===== config.mk =====
export PLATFORM = sky130hd
export DESIGN_NAME = atrsp_ctrl
export DESIGN_NICKNAME = d
export VERILOG_FILES = /design/src/atrsp_pkg.sv /design/src/atrsp_ctrl.sv
export SDC_FILE = /design/constraint.sdc
export NUM_CORES = 1
export LEC_CHECK = 0
export ABC_AREA = 1
export BUFFER_PORTS_ARGS = -buffer_cell sky130_fd_sc_hd__buf_2
export CAP_MARGIN = 15
export CORE_AREA = 4 4 41 43
export CTS_CLUSTER_DIAMETER = 150
export DETAILED_ROUTE_END_ITERATION = 10
export DIE_AREA = 0 0 45 47
export MAX_ROUTING_LAYER = met4
export PLACE_DENSITY = 0.5
export REMOVE_ABC_BUFFERS = 1
export SLEW_MARGIN = 20
export SYNTH_ARGS = -nofsm -noshare
export SYNTH_HDL_FRONTEND = slang
export SYNTH_SLANG_ARGS = --single-unit

===== constraint.sdc =====
create_clock -name clock -period 1.8 [get_ports clock]
set_clock_uncertainty 0.05 [all_clocks]
set_input_delay 0.18 -clock clock [delete_from_list [all_inputs] [get_ports clock]]
set_output_delay 0.18 -clock clock [all_outputs]
set_load 0.02 [all_outputs]

===== src/atrsp_pkg.sv =====
// shared constants, codes and word types of the modem response parser
`timescale 1ns / 1ps
package atrsp_pkg;

   // line buffer
   localparam int LINE_CHARS = 160;
   localparam int LINE_DEPTH = LINE_CHARS - 1;
   localparam int LINE_AW    = $clog2(LINE_DEPTH);
   localparam int LEN_W      = $clog2(LINE_DEPTH + 1);

   // payload buffer
   localparam int PAYLOAD_DEPTH = 512;
   localparam int PL_AW         = $clog2(PAYLOAD_DEPTH);
   localparam int PL_CW         = $clog2(PAYLOAD_DEPTH + 1);

   // item modes
   localparam logic [2:0] MODE_BYTE       = 3'd0;
   localparam logic [2:0] MODE_READ       = 3'd1;
   localparam logic [2:0] MODE_ARM_SEND   = 3'd2;
   localparam logic [2:0] MODE_ARM_CONN   = 3'd3;
   localparam logic [2:0] MODE_DISCONNECT = 3'd4;

   // read status codes
   localparam logic [1:0] RD_OK       = 2'd0;
   localparam logic [1:0] RD_NOT_CONN = 2'd1;
   localparam logic [1:0] RD_EMPTY    = 2'd2;

   typedef struct packed {
      logic [2:0] mode;
      logic [7:0] rx_byte;
   } req_type;

   typedef struct packed {
      logic       link_up;
      logic       connect_seen;
      logic       send_seen;
      logic       prompt_seen;
      logic       data_valid;
      logic [7:0] data_out;
      logic [1:0] read_status;
      logic [9:0] stored_count;
   } rsp_type;

   // controller to datapath
   typedef struct packed {
      logic load;
      logic exec;
      logic scan;
      logic lend;
      logic copy;
      logic out_load;
   } cmd_type;

   // datapath to controller
   typedef struct packed {
      logic line_end_req;
      logic scan_stop;
      logic hdr_go;
      logic copy_done;
   } sts_type;

endpackage


===== src/atrsp_ctrl.sv =====
// controller state machine of the modem response parser
`timescale 1ns / 1ps
module atrsp_ctrl (
   input  logic                clock,
   input  logic                reset,
   input  logic                req_valid,
   output logic                req_stall,
   output logic                rsp_valid,
   input  logic                rsp_stall,
   input  atrsp_pkg::sts_type  sts,
   output atrsp_pkg::cmd_type  cmd
);

   localparam logic [2:0] ST_IDLE = 3'd0;
   localparam logic [2:0] ST_EXEC = 3'd1;
   localparam logic [2:0] ST_SCAN = 3'd2;
   localparam logic [2:0] ST_LEND = 3'd3;
   localparam logic [2:0] ST_COPY = 3'd4;
   localparam logic [2:0] ST_DONE = 3'd5;

   logic [2:0] state_ff, state_in;
   logic       rsp_valid_ff, rsp_valid_in;
   logic       out_free;

   assign out_free  = !rsp_valid_ff || !rsp_stall;
   assign req_stall = (state_ff != ST_IDLE);
   assign rsp_valid = rsp_valid_ff;

   always_comb begin
      state_in = state_ff;
      cmd      = '0;
      unique case (state_ff)
         ST_IDLE: begin
            if (req_valid) begin
               cmd.load = 1'b1;
               state_in = ST_EXEC;
            end
         end
         ST_EXEC: begin
            cmd.exec = 1'b1;
            state_in = sts.line_end_req ? ST_SCAN : ST_DONE;
         end
         ST_SCAN: begin
            cmd.scan = 1'b1;
            if (sts.scan_stop) state_in = ST_LEND;
         end
         ST_LEND: begin
            cmd.lend = 1'b1;
            state_in = sts.hdr_go ? ST_COPY : ST_DONE;
         end
         ST_COPY: begin
            cmd.copy = 1'b1;
            if (sts.copy_done) state_in = ST_DONE;
         end
         ST_DONE: begin
            if (out_free) begin
               cmd.out_load = 1'b1;
               state_in     = ST_IDLE;
            end
         end
         default: state_in = ST_IDLE;
      endcase
   end

   always_comb begin
      rsp_valid_in = rsp_valid_ff;
      if (rsp_valid_ff && !rsp_stall) rsp_valid_in = 1'b0;
      if (cmd.out_load) rsp_valid_in = 1'b1;
   end

   always_ff @(posedge clock) begin
      if (reset) begin
         state_ff     <= ST_IDLE;
         rsp_valid_ff <= 1'b0;
      end else begin
         state_ff     <= state_in;
         rsp_valid_ff <= rsp_valid_in;
      end
   end

endmodule


==> metrics.yaml <==
coreArea_um2: 1300
fin_setup_tns_ps: 0
post-place-ws_ps: 645
cts_tree: "built"
finalSetupViolations: 0
synthToLayoutAreaGrowth_pct: 39.5
grt_overflow: 0
place_hpwl_um: 586
reg2reg_depth: 5
synth_top_area_share_pct: 29.1
post-route-period-util_pct: 77.2
hold_depth: 2
synth-seq-area-share_pct: 29.1
grt_first_pass_wirelength_um: 1160
grt_util_all_layers_pct: 8.48
clkSinkCount: 4
clkLatencyLatePin_ps: 230
place.port_buffers: 15
path_max_fanout: 5
hold_path.class: "in -> reg"
cts_buffers: 3
routed_via_density: 4.06
switchingPower_uw: 186
synth.avg_cell_area_um2: 5.86
dr.first_iter.drc_count: 3
power_leakage_uw: 0.000238
power_density_nw_per_um2: 1130
setup.worst_path.start_class: "flop"
fin_ws_ps: 410
max_slew.worst_pin.slew_ps: 279
die_y_um: 47
status: "finished clean"
synth_area_um2: 275
num_vias: 321
ir_worst_vdd_mv: 0.329
initial_utilization_pct: 21.2
ctsHoldBuffers: 0
power_frac_seq_pct: 30.1
drtPass1Iterations: 4
final_nets: 74
crit_path_end_kind: "output port"
final_cell_mix: "15 x buf_2, 13 x nand2_1, 7 x nor2_1, 6 x inv_1"
worstSetupPathType: "reg -> out"
antenna_found_initial: 0
grt_pass1_vias: 283
power_frac_comb_pct: 44.8
drt_wl_total_um: 701
synth.area.top_cells: "dfxtp_1 29%, nand2_1 18%, nor2_1 9.5%"
critPathRequiredTime_ps: 1570
cts_root_buffer: "clkbuf_4"
ys_types: 13
max_clock_freq_mhz: 719
drc: 0
yosys_warnings: 0
cp.arrival_ps: 1160
layout-drive-gt1-share_pct: 35.9
wl_per_cell_um: 8.87
netlist_instances: 47
rows: 13
insertedDiodeCount: 0
gp_congestion: 0.705
htreeDepth: 1
drt.antenna.violating_nets: 0
grt_max_degree: 8
top_level_ports: 16
cts_setup_buffers: 0
clock_path_buffers: 2
fp.dieW_um: 45
final_common_cell: "buf_2"
max-slew-margin-rel_pct: 81.4
yosysTopAreaCell: "dfxtp_1"
cap_viol_max_count: 0
min_period_ps: 1390
synth-seq-cells: 4
post_cts_resized: 0
path_clk_slew_ps: 40
die_area_um2: 2120
finalHoldViolations: 0
final_util_pct: 29.5
rsz0062_at_grt: "false"
clock_power_share_pct: 25.1
drv_slew: 0
p_int_uw: 247
switching_share_pct: 43.0
## layer usage
layer	global-route usage [%]	vias to the layer above	routed length [um]
met4	7.02	0	0
met2	10.2	6	333
li1	-	178	-
met5	-	-	0
met3	4.60	0	39
met1	10.0	137	328
## cells by family after synthesis
kind of cell | synth area share [%]
AND/OR/NAND/NOR | 48.2
AO/OA/AOI/OAI | 9.09
buffers and inverters | 13.6
flip-flops | 29.1
## cell usage after synthesis
cell type	instances
nand2_1	13
nor2_1	7
inv_1	6
a21oi_1	4
dfxtp_1	4
nand3_1	3
inv_2	2
nand3b_1	2
nor2_2	2
buf_4	1
nor3_1	1
nor3_2	1
o21ai_0	1
## power groups by stage
stage,registers (uW),logic (uW),clock network [uW]
final,130,194,109
after CTS,130,196,116
after floorplan,128,139,0
after global routing,133,220,126
after global placement,131,197,0
after detailed placement,131,195,0
## sequential cells by signal (all words and copies together) (netlist names)
signal     flops
state_ff       3
rsp_valid      1
## stage by stage
stage / total power [uW] / std cells / area (um^2) / hold WS, ps
floorplan: 267 / 46 / 268 / 199
global placement: 328 / 76 / 362 / 355
detailed placement: 327 / 76 / 362 / 346
CTS: 442 / 79 / 384 / 96.6
global route: 480 / 79 / 384 / 110
finish: 433 / 79 / 384 / 104
## worst paths after layout
path	start	to	slack (ps)
worst max register to register	state_ff[1]	state_ff[2]	640
worst min-delay path	reset	state_ff[0]	100
worst max-delay path	state_ff[0]	cmd[0]	410
worst min register to register	rsp_valid	rsp_valid	430
## critical path: stages (launching register included)
cell	delay [ps]
dfxtp_1	420
inv_2	60
nor2_1	110
nand2_1	80
nor2_1	90
buf_2	160
## cell type report
type | instances | area, um^2
inverter | 8 | 30.0
fill | 160 | 917
sequential | 4 | 80.1
tap | 15 | 18.8
timing repair buffer | 15 | 75.1
clock buffer | 3 | 22.5
multi-input combinational | 34 | 158
(Power assumes the default switching activity.)
